File: config.mk
export PLATFORM = sky130hd
export DESIGN_NAME = battery_frame_coulomb_counter_flat
export DESIGN_NICKNAME = d
export VERILOG_FILES = /design/src/rtl/bfcc_pkg.sv /design/src/rtl/bfcc_if.sv /design/src/rtl/bfcc_divider.sv /design/src/rtl/battery_frame_coulomb_counter.sv /design/src/flat_wrapper.sv
export SDC_FILE = /design/constraint.sdc
export NUM_CORES = 1
export LEC_CHECK = 0
export BUFFER_PORTS_ARGS = -buffer_cell sky130_fd_sc_hd__buf_2
export CORE_UTILIZATION = 56
export CTS_BUF_LIST = sky130_fd_sc_hd__clkbuf_8
export DETAILED_ROUTE_END_ITERATION = 8
export PLACE_DENSITY = 0.85
export SYNTH_ARGS = -nofsm -noshare
export SYNTH_HDL_FRONTEND = slang
export SYNTH_SLANG_ARGS = --single-unit
File: constraint.sdc
create_clock -name clk_i -period 5.63 [get_ports clk_i]
set_input_delay 0.2815 -clock clk_i [delete_from_list [all_inputs] [get_ports clk_i]]
set_output_delay 0.2815 -clock clk_i [all_outputs]
set_load 0.01 [all_outputs]
File: src/rtl/bfcc_pkg.sv
// ----------------------------------------------------------------------------
// Coulomb counter package
// Operation codes, fixed field widths and decode constants shared by the
// channel interfaces, the serial divider and the top level.
// ----------------------------------------------------------------------------
package bfcc_pkg;

  typedef enum logic [1:0] {
    OP_FRAME     = 2'd0,
    OP_TICK      = 2'd1,
    OP_SET_CAP   = 2'd2,
    OP_RESET_CAP = 2'd3
  } op_e;

  localparam int BYTE_W      = 8;
  localparam int CAP_IN_W    = 32;
  localparam int SAVED_W     = 33;
  localparam int CURRENT_W   = 16;
  localparam int VOLT_RAW_W  = 14;
  localparam int VOLTAGE_W   = 18;

  localparam int SECONDS_IN_HOUR = 3600;
  localparam int SECONDS_W       = 12;
  localparam int VOLT_OFFSET     = 60013;

  // Divider handshake with the sequencer.
  typedef struct packed {
    logic start;
  } div_ctl_t;

  typedef struct packed {
    logic busy;
    logic done;
  } div_sts_t;

endpackage

File: src/rtl/bfcc_if.sv
// ----------------------------------------------------------------------------
// Coulomb counter channel interfaces
// Valid/ready channels for input items and result items.
// ----------------------------------------------------------------------------
interface bfcc_in_if;
  import bfcc_pkg::*;

  logic                  valid;
  logic                  ready;
  op_e                   operation;
  logic                  frame_ok;
  logic [BYTE_W-1:0]     current_low_byte;
  logic [BYTE_W-1:0]     current_high_byte;
  logic [BYTE_W-1:0]     voltage_low_byte;
  logic [BYTE_W-1:0]     voltage_high_byte;
  logic [CAP_IN_W-1:0]   capacity_value;

  modport source (
    output valid, operation, frame_ok, current_low_byte, current_high_byte,
           voltage_low_byte, voltage_high_byte, capacity_value,
    input  ready
  );

  modport sink (
    input  valid, operation, frame_ok, current_low_byte, current_high_byte,
           voltage_low_byte, voltage_high_byte, capacity_value,
    output ready
  );
endinterface

interface bfcc_out_if;
  import bfcc_pkg::*;

  logic                        valid;
  logic                        ready;
  logic                        frame_accepted;
  logic signed [CURRENT_W-1:0] current_ma;
  logic [VOLTAGE_W-1:0]        voltage_tenth_mv;
  logic [CAP_IN_W-1:0]         capacity_mah;

  modport source (
    output valid, frame_accepted, current_ma, voltage_tenth_mv, capacity_mah,
    input  ready
  );

  modport sink (
    input  valid, frame_accepted, current_ma, voltage_tenth_mv, capacity_mah,
    output ready
  );
endinterface

File: src/rtl/bfcc_divider.sv
// ----------------------------------------------------------------------------
// Coulomb counter serial divider
// Restoring unsigned divider, one quotient bit per cycle.
// ----------------------------------------------------------------------------
module bfcc_divider #(
  parameter int DVD_W = 40,
  parameter int DIV_W = 20
) (
  input  logic                     clk_i,
  input  logic                     rst_ni,
  input  bfcc_pkg::div_ctl_t       ctl_i,
  output bfcc_pkg::div_sts_t       sts_o,
  input  logic [DVD_W-1:0]         dividend_i,
  input  logic [DIV_W-1:0]         divisor_i,
  output logic [DVD_W-1:0]         quotient_o
);
  import bfcc_pkg::*;

  localparam int STEP_W = $clog2(DVD_W + 1);

  logic [STEP_W-1:0] step_q, step_d;
  logic              done_q, done_d;
  logic [DIV_W-1:0]  rem_q, rem_d;
  logic [DVD_W-1:0]  quo_q, quo_d;
  logic [DIV_W-1:0]  dsr_q, dsr_d;

  logic [DIV_W:0]    partial;
  logic [DIV_W:0]    trial;
  logic              fits;

  assign partial = {rem_q, quo_q[DVD_W-1]};
  assign trial   = partial - {1'b0, dsr_q};
  assign fits    = (partial >= {1'b0, dsr_q});

  always_comb begin
    step_d = step_q;
    done_d = 1'b0;
    rem_d  = rem_q;
    quo_d  = quo_q;
    dsr_d  = dsr_q;
    if (ctl_i.start) begin
      step_d = STEP_W'(DVD_W);
      rem_d  = '0;
      quo_d  = dividend_i;
      dsr_d  = divisor_i;
    end else if (step_q != '0) begin
      // shift in the next dividend bit, subtract when it fits
      rem_d  = fits ? trial[DIV_W-1:0] : partial[DIV_W-1:0];
      quo_d  = {quo_q[DVD_W-2:0], fits};
      step_d = step_q - STEP_W'(1);
      done_d = (step_q == STEP_W'(1));
    end
  end

  always_ff @(posedge clk_i or negedge rst_ni) begin
    if (!rst_ni) begin
      step_q <= '0;
      done_q <= 1'b0;
    end else begin
      step_q <= step_d;
      done_q <= done_d;
    end
  end

  always_ff @(posedge clk_i) begin
    rem_q <= rem_d;
    quo_q <= quo_d;
    dsr_q <= dsr_d;
  end

  assign sts_o.busy = (step_q != '0);
  assign sts_o.done = done_q;
  assign quotient_o = quo_q;

endmodule

File: src/rtl/battery_frame_coulomb_counter.sv
// ----------------------------------------------------------------------------
// Battery frame coulomb counter
// Decodes battery sensor frames and integrates current into a capacity.
// ----------------------------------------------------------------------------
// Usage:
//   in_i carries one item per handshake: a frame (four raw bytes plus a
//   checksum flag), a one-second tick, a set-capacity value or a request to
//   restore the saved capacity. out_o returns exactly one result item per
//   input item: frame flag, latest current, latest voltage, capacity in mAh.
//   cfg_we_i/cfg_wdata_i write the saved capacity (negative means none).
//   Sequence: a frame, set, restore or empty-tick item goes from idle to
//   the emit state, which loads the output register once the slot is
//   free. A tick with samples registers the divisor (prep), starts the
//   serial restoring divider (start; one quotient bit per cycle), waits
//   for it to finish and then emits. in_i.ready is high only while the
//   sequencer is idle, so the next item is taken only after the result is
//   registered; the block takes no new item while one is in flight.
//   A finished result sits in the output register until taken; the block
//   still accepts the next item, then holds it until the slot frees.
//   Reset clears all counting state, capacity and output valid, and sets
//   the saved capacity to "none saved".
// ----------------------------------------------------------------------------
module battery_frame_coulomb_counter #(
  parameter int SAMPLE_COUNT_MAX       = 255,
  parameter int CAPACITY_FRACTION_BITS = 16
) (
  input  logic                         clk_i,
  input  logic                         rst_ni,
  bfcc_in_if.sink                      in_i,
  bfcc_out_if.source                   out_o,
  input  logic                         cfg_we_i,
  input  logic [bfcc_pkg::SAVED_W-1:0] cfg_wdata_i
);
  import bfcc_pkg::*;

  localparam int F     = CAPACITY_FRACTION_BITS;
  localparam int CNT_W = $clog2(SAMPLE_COUNT_MAX + 1);
  // |sum| stays below 32768 * 2^CNT_W
  localparam int SUM_W = CURRENT_W + CNT_W;
  localparam int CAP_W = SAVED_W + F;
  localparam int DVD_W = SUM_W + F;
  localparam int DIV_W = CNT_W + SECONDS_W;

  // sequencer states
  localparam logic [2:0] S_IDLE  = 3'd0;
  localparam logic [2:0] S_PREP  = 3'd1;
  localparam logic [2:0] S_START = 3'd2;
  localparam logic [2:0] S_WAIT  = 3'd3;
  localparam logic [2:0] S_EMIT  = 3'd4;

  logic [2:0]                  state_q, state_d;
  logic [SAVED_W-1:0]          saved_q;
  logic signed [CURRENT_W-1:0] cur_q, cur_d;
  logic [VOLTAGE_W-1:0]        volt_q, volt_d;
  logic signed [SUM_W-1:0]     sum_q, sum_d;
  logic [CNT_W-1:0]            cnt_q, cnt_d;
  logic signed [CAP_W-1:0]     cap_q, cap_d;
  logic                        acc_q, acc_d;
  logic [DIV_W-1:0]            dsr_q, dsr_d;

  logic                        out_valid_q;
  logic                        out_acc_q;
  logic signed [CURRENT_W-1:0] out_cur_q;
  logic [VOLTAGE_W-1:0]        out_volt_q;
  logic [CAP_IN_W-1:0]         out_cap_q;
  logic                        emit;

  logic signed [CURRENT_W-1:0] frame_cur;
  logic [VOLT_RAW_W-1:0]       volt_raw;
  logic [VOLTAGE_W-1:0]        frame_volt;

  logic                        neg;
  logic [SUM_W-1:0]            mag;
  logic [DVD_W-1:0]            quotient;
  div_ctl_t                    div_ctl;
  div_sts_t                    div_sts;

  logic signed [CAP_W:0]       cap_ext;
  logic signed [CAP_W:0]       q_ext;
  logic signed [CAP_W:0]       cap_sum;
  logic signed [CAP_W-1:0]     cap_sat;

  // Offset-binary current: flip the top bit.
  assign frame_cur = {~in_i.current_high_byte[BYTE_W-1],
                      in_i.current_high_byte[BYTE_W-2:0], in_i.current_low_byte};

  // Voltage: raw * 10 + offset, the multiply as two shifts.
  assign volt_raw   = {in_i.voltage_high_byte[VOLT_RAW_W-BYTE_W-1:0],
                       in_i.voltage_low_byte};
  assign frame_volt = {1'b0, volt_raw, 3'b000} + {3'b000, volt_raw, 1'b0}
                    + VOLTAGE_W'(VOLT_OFFSET);

  // Magnitude of the charge sum, shifted up to fixed point for the divider.
  assign neg = sum_q[SUM_W-1];
  assign mag = neg ? SUM_W'(-sum_q) : SUM_W'(sum_q);

  bfcc_divider #(
    .DVD_W (DVD_W),
    .DIV_W (DIV_W)
  ) u_divider (
    .clk_i      (clk_i),
    .rst_ni     (rst_ni),
    .ctl_i      (div_ctl),
    .sts_o      (div_sts),
    .dividend_i ({mag, {F{1'b0}}}),
    .divisor_i  (dsr_q),
    .quotient_o (quotient)
  );

  // Add or subtract the increment, saturate at the signed capacity limits.
  assign cap_ext = {cap_q[CAP_W-1], cap_q};
  assign q_ext   = {1'b0, CAP_W'(quotient)};
  assign cap_sum = neg ? (cap_ext - q_ext) : (cap_ext + q_ext);
  always_comb begin
    if (cap_sum[CAP_W] != cap_sum[CAP_W-1]) begin
      cap_sat = cap_sum[CAP_W] ? {1'b1, {(CAP_W-1){1'b0}}} : {1'b0, {(CAP_W-1){1'b1}}};
    end else begin
      cap_sat = cap_sum[CAP_W-1:0];
    end
  end

  assign in_i.ready    = (state_q == S_IDLE);
  assign emit          = (state_q == S_EMIT) && (!out_valid_q || out_o.ready);
  assign div_ctl.start = (state_q == S_START);

  always_comb begin
    state_d = state_q;
    cur_d   = cur_q;
    volt_d  = volt_q;
    sum_d   = sum_q;
    cnt_d   = cnt_q;
    cap_d   = cap_q;
    acc_d   = acc_q;
    dsr_d   = dsr_q;
    unique case (state_q)
      S_IDLE: begin
        if (in_i.valid) begin
          acc_d   = 1'b0;
          state_d = S_EMIT;
          unique case (in_i.operation)
            OP_FRAME: begin
              if (in_i.frame_ok) begin
                acc_d  = 1'b1;
                cur_d  = frame_cur;
                volt_d = frame_volt;
                // drop the sample from the sum once the count is full
                if (cnt_q < CNT_W'(SAMPLE_COUNT_MAX)) begin
                  sum_d = sum_q + SUM_W'(frame_cur);
                  cnt_d = cnt_q + CNT_W'(1);
                end
              end
            end
            OP_TICK: begin
              if (cnt_q != '0) begin
                state_d = S_PREP;
              end
            end
            OP_SET_CAP: begin
              cap_d = {1'b0, in_i.capacity_value, {F{1'b0}}};
            end
            OP_RESET_CAP: begin
              if (!saved_q[SAVED_W-1]) begin
                cap_d = {1'b0, saved_q[SAVED_W-2:0], {F{1'b0}}};
              end
            end
            default: ;
          endcase
        end
      end
      S_PREP: begin
        // samples * seconds per hour, registered before the divider loads it
        dsr_d   = DIV_W'(cnt_q) * DIV_W'(SECONDS_IN_HOUR);
        state_d = S_START;
      end
      S_START: begin
        state_d = S_WAIT;
      end
      S_WAIT: begin
        if (div_sts.done) begin
          cap_d   = cap_sat;
          sum_d   = '0;
          cnt_d   = '0;
          state_d = S_EMIT;
        end
      end
      S_EMIT: begin
        if (emit) begin
          state_d = S_IDLE;
        end
      end
      default: state_d = S_IDLE;
    endcase
  end

  always_ff @(posedge clk_i or negedge rst_ni) begin
    if (!rst_ni) begin
      state_q     <= S_IDLE;
      saved_q     <= '1;
      cur_q       <= '0;
      volt_q      <= '0;
      sum_q       <= '0;
      cnt_q       <= '0;
      cap_q       <= '0;
      acc_q       <= 1'b0;
      out_valid_q <= 1'b0;
    end else begin
      state_q <= state_d;
      cur_q   <= cur_d;
      volt_q  <= volt_d;
      sum_q   <= sum_d;
      cnt_q   <= cnt_d;
      cap_q   <= cap_d;
      acc_q   <= acc_d;
      if (cfg_we_i) begin
        saved_q <= cfg_wdata_i;
      end
      if (emit) begin
        out_valid_q <= 1'b1;
      end else if (out_o.ready) begin
        out_valid_q <= 1'b0;
      end
    end
  end

  // Result payload and divisor hold no reset.
  always_ff @(posedge clk_i) begin
    dsr_q <= dsr_d;
    if (emit) begin
      out_acc_q  <= acc_q;
      out_cur_q  <= cur_q;
      out_volt_q <= volt_q;
      // clamp a negative capacity at zero, else drop the fraction
      out_cap_q  <= cap_q[CAP_W-1] ? '0 : cap_q[F+CAP_IN_W-1:F];
    end
  end

  assign out_o.valid            = out_valid_q;
  assign out_o.frame_accepted   = out_acc_q;
  assign out_o.current_ma       = out_cur_q;
  assign out_o.voltage_tenth_mv = out_volt_q;
  assign out_o.capacity_mah     = out_cap_q;

`ifndef SYNTH
  // sample count never passes its limit
  a_cnt_limit: assert property (@(posedge clk_i) disable iff (!rst_ni)
    cnt_q <= CNT_W'(SAMPLE_COUNT_MAX))
    else $error("sample count above limit");

  // divider finishes only while the sequencer waits on it
  a_div_done: assert property (@(posedge clk_i) disable iff (!rst_ni)
    div_sts.done |-> (state_q == S_WAIT))
    else $error("divider done outside wait state");

  // divider runs only while the sequencer waits on it
  a_div_busy: assert property (@(posedge clk_i) disable iff (!rst_ni)
    div_sts.busy |-> (state_q == S_WAIT))
    else $error("divider busy outside wait state");

  // a completed tick clears the second's sum and count
  a_tick_clear: assert property (@(posedge clk_i) disable iff (!rst_ni)
    (state_q == S_WAIT && div_sts.done) |=> (cnt_q == '0 && sum_q == '0))
    else $error("tick left charge sum or count");

  // a result is never overwritten before it is taken
  a_no_overwrite: assert property (@(posedge clk_i) disable iff (!rst_ni)
    (out_valid_q && !out_o.ready) |-> !emit)
    else $error("result overwritten while stalled");
`endif

endmodule
File: src/flat_wrapper.sv
// flat-port wrapper written by rule: the top's interface ports become plain ports
module battery_frame_coulomb_counter_flat import bfcc_pkg::*;
#(
  parameter int SAMPLE_COUNT_MAX       = 255,
  parameter int CAPACITY_FRACTION_BITS = 16
)
  (clk_i, rst_ni, cfg_we_i, cfg_wdata_i, in_i_valid, in_i_operation, in_i_frame_ok, in_i_current_low_byte, in_i_current_high_byte, in_i_voltage_low_byte, in_i_voltage_high_byte, in_i_capacity_value, in_i_ready, out_o_valid, out_o_frame_accepted, out_o_current_ma, out_o_voltage_tenth_mv, out_o_capacity_mah, out_o_ready);
  bfcc_in_if in_i_i ();
  bfcc_out_if out_o_i ();
  input  logic clk_i;
  input  logic rst_ni;
  input  logic cfg_we_i;
  input  logic [bfcc_pkg::SAVED_W-1:0] cfg_wdata_i;
  input wire logic [$bits(in_i_i.valid)-1:0] in_i_valid;
  input wire logic [$bits(in_i_i.operation)-1:0] in_i_operation;
  input wire logic [$bits(in_i_i.frame_ok)-1:0] in_i_frame_ok;
  input wire logic [$bits(in_i_i.current_low_byte)-1:0] in_i_current_low_byte;
  input wire logic [$bits(in_i_i.current_high_byte)-1:0] in_i_current_high_byte;
  input wire logic [$bits(in_i_i.voltage_low_byte)-1:0] in_i_voltage_low_byte;
  input wire logic [$bits(in_i_i.voltage_high_byte)-1:0] in_i_voltage_high_byte;
  input wire logic [$bits(in_i_i.capacity_value)-1:0] in_i_capacity_value;
  output wire logic [$bits(in_i_i.ready)-1:0] in_i_ready;
  output wire logic [$bits(out_o_i.valid)-1:0] out_o_valid;
  output wire logic [$bits(out_o_i.frame_accepted)-1:0] out_o_frame_accepted;
  output wire logic [$bits(out_o_i.current_ma)-1:0] out_o_current_ma;
  output wire logic [$bits(out_o_i.voltage_tenth_mv)-1:0] out_o_voltage_tenth_mv;
  output wire logic [$bits(out_o_i.capacity_mah)-1:0] out_o_capacity_mah;
  input wire logic [$bits(out_o_i.ready)-1:0] out_o_ready;
  assign in_i_i.valid = in_i_valid;
  assign in_i_i.operation = in_i_operation;
  assign in_i_i.frame_ok = in_i_frame_ok;
  assign in_i_i.current_low_byte = in_i_current_low_byte;
  assign in_i_i.current_high_byte = in_i_current_high_byte;
  assign in_i_i.voltage_low_byte = in_i_voltage_low_byte;
  assign in_i_i.voltage_high_byte = in_i_voltage_high_byte;
  assign in_i_i.capacity_value = in_i_capacity_value;
  assign in_i_ready = in_i_i.ready;
  assign out_o_valid = out_o_i.valid;
  assign out_o_frame_accepted = out_o_i.frame_accepted;
  assign out_o_current_ma = out_o_i.current_ma;
  assign out_o_voltage_tenth_mv = out_o_i.voltage_tenth_mv;
  assign out_o_capacity_mah = out_o_i.capacity_mah;
  assign out_o_i.ready = out_o_ready;
  battery_frame_coulomb_counter #(.SAMPLE_COUNT_MAX(SAMPLE_COUNT_MAX), .CAPACITY_FRACTION_BITS(CAPACITY_FRACTION_BITS)) u_core (.clk_i(clk_i), .rst_ni(rst_ni), .in_i(in_i_i), .out_o(out_o_i), .cfg_we_i(cfg_we_i), .cfg_wdata_i(cfg_wdata_i));
endmodule
[Yosys cells after proc, flatten, opt, wreduce, memory -nomap -nowiden]
Index checks and enable logic that the tools add are counted.
Word-level totals
  bits in latches: 0
  bits of input ports: 105
  logic and storage cells: 103
  memories kept: 0
  register bits after elaboration: 319
  memory bits (read-only): 0
  output and inout bits: 69
  bits in writable memories: 0
Cells by class
  bitwise gates (word level): 1
  mux-type cells: 38
  divide/modulo/power cells: 0
  shifts and indexed selects: 0
  equal/unequal tests: 17
  order comparisons: 2
  reductions and logical operators: 15
  $mul: 1
  $add $sub $neg: 9
Operators by type and width (number)
  $mux 49: 5
  $pmux 49 s2: 2
  $mux 24: 6
  $mux 40: 2
  $add 49x41->50: 1
  $mux 50: 1
  $sub 49x41->50: 1
  $pmux 24 s2: 1
  $mux 8: 5
  $add 24x16->24: 1
  $neg 24->24: 1
  $ge 21x20->1: 1
  $mux 20: 1
  $sub 20x20->20: 1
  $add 17x15->18: 1
  $add 18x16->18 const B: 1
  $mul 8x8->16 const B: 1
  $pmux 8 s2: 1
  $mux 3: 5
  $pmux 3 s5: 1
  $mux 6: 2
  $add 8x1->8 const B: 1
  $lt 8x8->1 const B: 1
  $reduce_bool 8->1: 1
  other kinds (26): 39

[Logic depth before layout (Yosys ltp)]
  depth in word-level cells: 7
  gate-level depth with buffers: 23
  gate-level depth less buffers: 20

[Cells and area by module]
Synthesis repeated with hierarchy kept, for this count alone.
Unflattened totals
  cell total of the unflattened synthesis: 2139
  area, all modules: 21324.2 um^2
By module, submodules not included
  battery_frame_coulomb_counter: times used 1, cells an instance 1703, seq. area each 6362.4 um^2, area each 16429.5 um^2
  bfcc_divider: times used 1, cells an instance 436, seq. area each 2377.3 um^2, area each 4894.7 um^2

[Worst setup path before layout]
OpenSTA, ideal clock, no wires.
  kind: register to register
  start point: register u_core.u_divider.quo_q[2], in the netlist u_core.u_divider.quotient_o[2]
  end point: register u_core.cap_q[26]
  path buffers: 2
  setup time: 0.126 ns
  path slack: 0.256 ns
  arrival: 5.248 ns
  stages on the path, launching flop included: 21
  data required time: 5.504 ns
  period minus slack after synthesis: 5.374 ns
  cells stage by stage: dfxtp_1 -> buf_2 -> nor4_2 -> nand3_1 -> nor4_1 -> nor3b_1 -> nand2_1 -> o31a_1 -> xnor2_1 -> ha_1 -> a21o_1 -> a21oi_1 -> o21bai_1 -> a31o_2 -> o221ai_1 -> a21oi_1 -> a41o_1 -> or3_1 -> buf_2 -> maj3_2 -> a221o_1
Between the ends
  word-level cells in the longest chain between the ends: 6
  elaborated cells on any way between the ends: 8
  those cells by class: add/sub (2); eq/ne (1); mux (5)
RTL lines
  start, declared: line bfcc_divider.sv:24  | logic [DVD_W-1:0] quo_q, quo_d;
  start signal, assigned: line bfcc_divider.sv:67  | quo_q <= quo_d;
  $add 49x41->50 or $sub 49x41->50 (tied branches): line battery_frame_coulomb_counter.sv:113  | assign cap_sum = neg ? (cap_ext - q_ext) : (cap_ext + q_ext);
  $mux 50 *: line battery_frame_coulomb_counter.sv:113
  $mux 49 or $ne 1x1->1 (tied branches): line battery_frame_coulomb_counter.sv:116, battery_frame_coulomb_counter.sv:115
  $mux 49 *: line battery_frame_coulomb_counter.sv:115  | if (cap_sum[CAP_W] != cap_sum[CAP_W-1]) begin
  $mux 49 *: line battery_frame_coulomb_counter.sv:179  | if (div_sts.done) begin
  $pmux 49 s2 *: line battery_frame_coulomb_counter.sv:135  | unique case (state_q)
  end signal, assigned: line battery_frame_coulomb_counter.sv:212  | cap_q <= cap_d;
  end, declared: line battery_frame_coulomb_counter.sv:57  | logic signed [CAP_W-1:0] cap_q, cap_d;
Mark *: on every way between the ends. The rest lies on a longest branch, timed or not. The select of a mux whose other input is x is not followed.
A chain may end at the register's enable or synchronous reset.

[Worst setup path in the final report]
  start point: register u_core.u_divider.quo_q[2], in the netlist u_core.u_divider.quotient_o[2]
  end point: register u_core.cap_q[2]
The elaborated chain is that of the path after synthesis.

==> flow_summary.yaml <==
placement:
  placed_area_um2: 21790
  hpwl_mm: 40.00
  place_ws_ns: 0.1210
  port_buffers: 171
  gp_congestion: 0.9241
drt:
  firstDrtPassIters: 9
  ant_nets: 0
  vias: 17556
  wl_per_cell_um: 19.57
  drt_iter0_drc: 1317
  drc_errors: 4
  wirelength_mm: 56.56
  vias_per_cell: 6.075
critical_path:
  setup.worst_path.start_class: "register"
  reg2reg_slack_ns: 0.29
  cp.arrival_ns: 5.84
  cp_cell_sequence: "nor4_2 -> nand3_1 -> nor4_2 -> nor3b_1 -> nand2_1 -> o31a_1 -> xnor2_1 -> ha_1 -> a21o_1 -> a21oi_1 -> o21bai_1 -> a31o_2 -> o221ai_1 -> a21oi_1 -> a41o_1 -> nor3_1 -> buf_4 -> nor3_1 -> buf_4 -> a221o_1"
  worstPathMaxFanout: 12
  max_stage_delay_ns: 0.43
  path_class: "reg -> reg"
  crit_required_ns: 6.14
  cp-end-kind: "register"
  crit_slowest_cell: "nor3_1"
yosys:
  ys_top_cells_by_area: "edfxtp_1 18%, dfrtp_1 16%, ha_1 10%, a21oi_1 5.1%, xnor2_1 4.3%"
  netlist_area_um2: 20400
  synth-seq-cells: 319
  yosys.area_share.simple: 0.1420
  synth_edf_count: 123
  synth_mux_area_frac: 0.03343
  synth-main-ff-cell: "dfrtp_1"
  async_flop_share: 0.5016
  synth-compound-area-share: 0.1840
  ys_types: 71
  synth_nets: 2446
  synthAdderAreaFrac: 0.1181
  netlist.area_leader.share: 0.1811
  syn_area_per_cell_um2: 9.431
  synth_xor_area_frac: 0.06784
  synth_warnings: 0
  netlist.top_cell.by_area: "edfxtp_1"
  synth_top_family_by_area: "compound AO/OA/AOI/OAI gates"
  syn_inst: 2163
  yosysSeqAreaShare: 0.4147
grt:
  grt.total_usage: 0.3060
  grt_pass1_wl_mm: 88.71
  gr-max-usage-layer: "met2"
  met1_usage: 0.3802
  met3_usage: 0.06237
  grt_max_degree: 68
  antenna_found_initial: 0
  grt_pass1_vias: 17127
  use_met2: 0.5102
  grt.overflow.total: 0
layout:
  final_common_cell: "nand2_1"
  layout_common_cells: "224 x nand2_1, 205 x a21oi_1, 174 x o21ai_0"
  nNetsFinal: 2667
  area_growth_pct: 14.97
  n_antenna_cell: 0
  postLayoutCellArea_um2: 23450
  drive_gt1_frac: 0.1655
floorplan:
  coreArea_um2: 35740
  rows: 69
  ios: 174
  die_h_um: 192.9
  dieArea_um2: 37190
  initial_utilization: 0.5707
  fp.dieW_um: 192.9
sta:
  slew_headroom: 0.1694
  tightest_slew_ns: 1.246
  slew_violations: 0
  hold_violations: 0
  timing.final.ws_setup_ns: 0.2945
  min_period_ns: 5.335
  period_share: 0.9477
  setup_viol: 0
  finClkSkew_ns: 0.02904
  tns_ns: 0
  clock.fmax_mhz: 187.4
  rsz0062_at_grt: "false"
power_and_ir_drop:
  finalPower_mw: 16.00
  p_leak_nw: 10.67
  peakVddDrop_v: 0.0003085
  p_per_area_nw_per_um2: 682.4
clock_network:
  cts_sinks: 319
  clk_pin_slew_ns: 0.06
  cts_htree_levels: 2
  clock_latency_ns: 0.65
  postCtsSetupRepairBufs: 0
  clockRootBuffer: "clkbuf_8"
  cts_tree: "done"
  cts_buffers: 53
  clk_path_buf_depth: 3
run_status:
  violations: "DRC"
  status: "finished, violations left"
run:
  drv_cap: 0
worst_hold_path:
  holdCritPathClass: "in -> reg"
[final timing paths]
check,start,end,cells past startpoint
min reg2reg,u_core.dsr_q[15],u_core.u_divider.dsr_q[15],0
min in group asynchronous,rst_ni,u_core.state_q[1],2
max in group asynchronous,rst_ni,u_core.u_divider.step_q[3],3
max,u_core.u_divider.quotient_o[2],u_core.cap_q[2],20
min,in_i_valid,u_core.acc_q,4
max reg2reg,u_core.u_divider.quotient_o[2],u_core.cap_q[2],20
[final cells by class]
cell class | instances | area, µm²
timing repair buffer | 266 | 1708
inverter | 113 | 424.2
multi-input combinational | 1631 | 11160
tap | 461 | 576.8
fill | 2731 | 12290
sequential | 319 | 8459
clock buffer | 57 | 784.5
clock inverter | 43 | 339.1
[sequential cells by signal (all words and copies together), names as in the netlist, 18 cells and up]
signal and flops:
u_core.sum_q 24, u_core.cap_q 49, u_core.saved_q 33, u_core.u_divider.rem_q 20, u_core.volt_q 18, u_core.u_divider.quotient_o 40
u_core.out_o.capacity_mah 32, u_core.out_o.voltage_tenth_mv 18
[what timing repair did]
action,CTS,global route
setup endpoints to repair,0,41
endpoints found under the hold margin,111,0
gates resized for setup,0,3
hold buffers,53,0
[per-layer routing]
layer,vias up,share of wire
met5,-,0
met4,0,0.045
li1,8275,-
met1,8459,0.41
met2,665,0.48
met3,157,0.067
[cell usage after synthesis (all sizes together), types with 8 or more instances]
cell,instances
and3,17
xnor2,101
nand2,225
edfxtp,123
nand2b,20
o21ai,175
o31ai,18
a41o,8
a21oi,209
a221o,15
nor3,54
dfxtp,36
nor2,97
or4,8
nor2b,40
fa,12
nor4,9
clkbuf,85
mux2i,13
dfstp,33
o211ai,8
dfrtp,127
mux2,49
o21bai,15
a21o,48
o21a,8
a211oi,13
buf,15
maj3,9
nand3,68
nand4,15
or3,22
a31oi,41
inv,113
xor2,57
and2,13
ha,166
[cells by family (layout without fill, tap and decap cells)]
logic type / count (synthesis) / in the layout
AO/OA/AOI/OAI: 618 / 618
XOR/XNOR: 158 / 158
adder cells (fa/ha/maj): 187 / 187
buffers and inverters: 213 / 479
flip-flops: 319 / 319
multiplexers: 62 / 62
AND/OR/NAND/NOR: 606 / 606
[per-stage QoR]
stage / utilization / cells / hold slack (ns)
floorplan: - / 2163 / -0.01409
global placement: 0.6096 / 2737 / 0.2872
detailed placement: 0.6096 / 2737 / 0.2976
CTS: 0.6559 / 2890 / 0.0007835
global route: 0.6562 / 2890 / 0.02910
finish: 0.6562 / 2890 / 0.05970
[worst max-delay path, delay by kind of cell (launching register included)]
family	cells	cell delay (ns)
and+or+nand+nor	7	1.97
adders and majority gates	1	0.35
xor gates and xnor gates	1	0.28
buffers and inverters	2	0.43
DFF	1	0.38
AOI/OAI and AO/OA	9	1.78
[power by group]
part / switching [mW] / total, mW / internal (mW)
clock: 1.01 / 2.19 / 1.18
sequential: 0.679 / 4.01 / 3.33
combinational: 5.78 / 9.80 / 4.02
total: 7.47 / 16.0 / 8.53
Note: power is estimated with default switching activity, not from simulation.
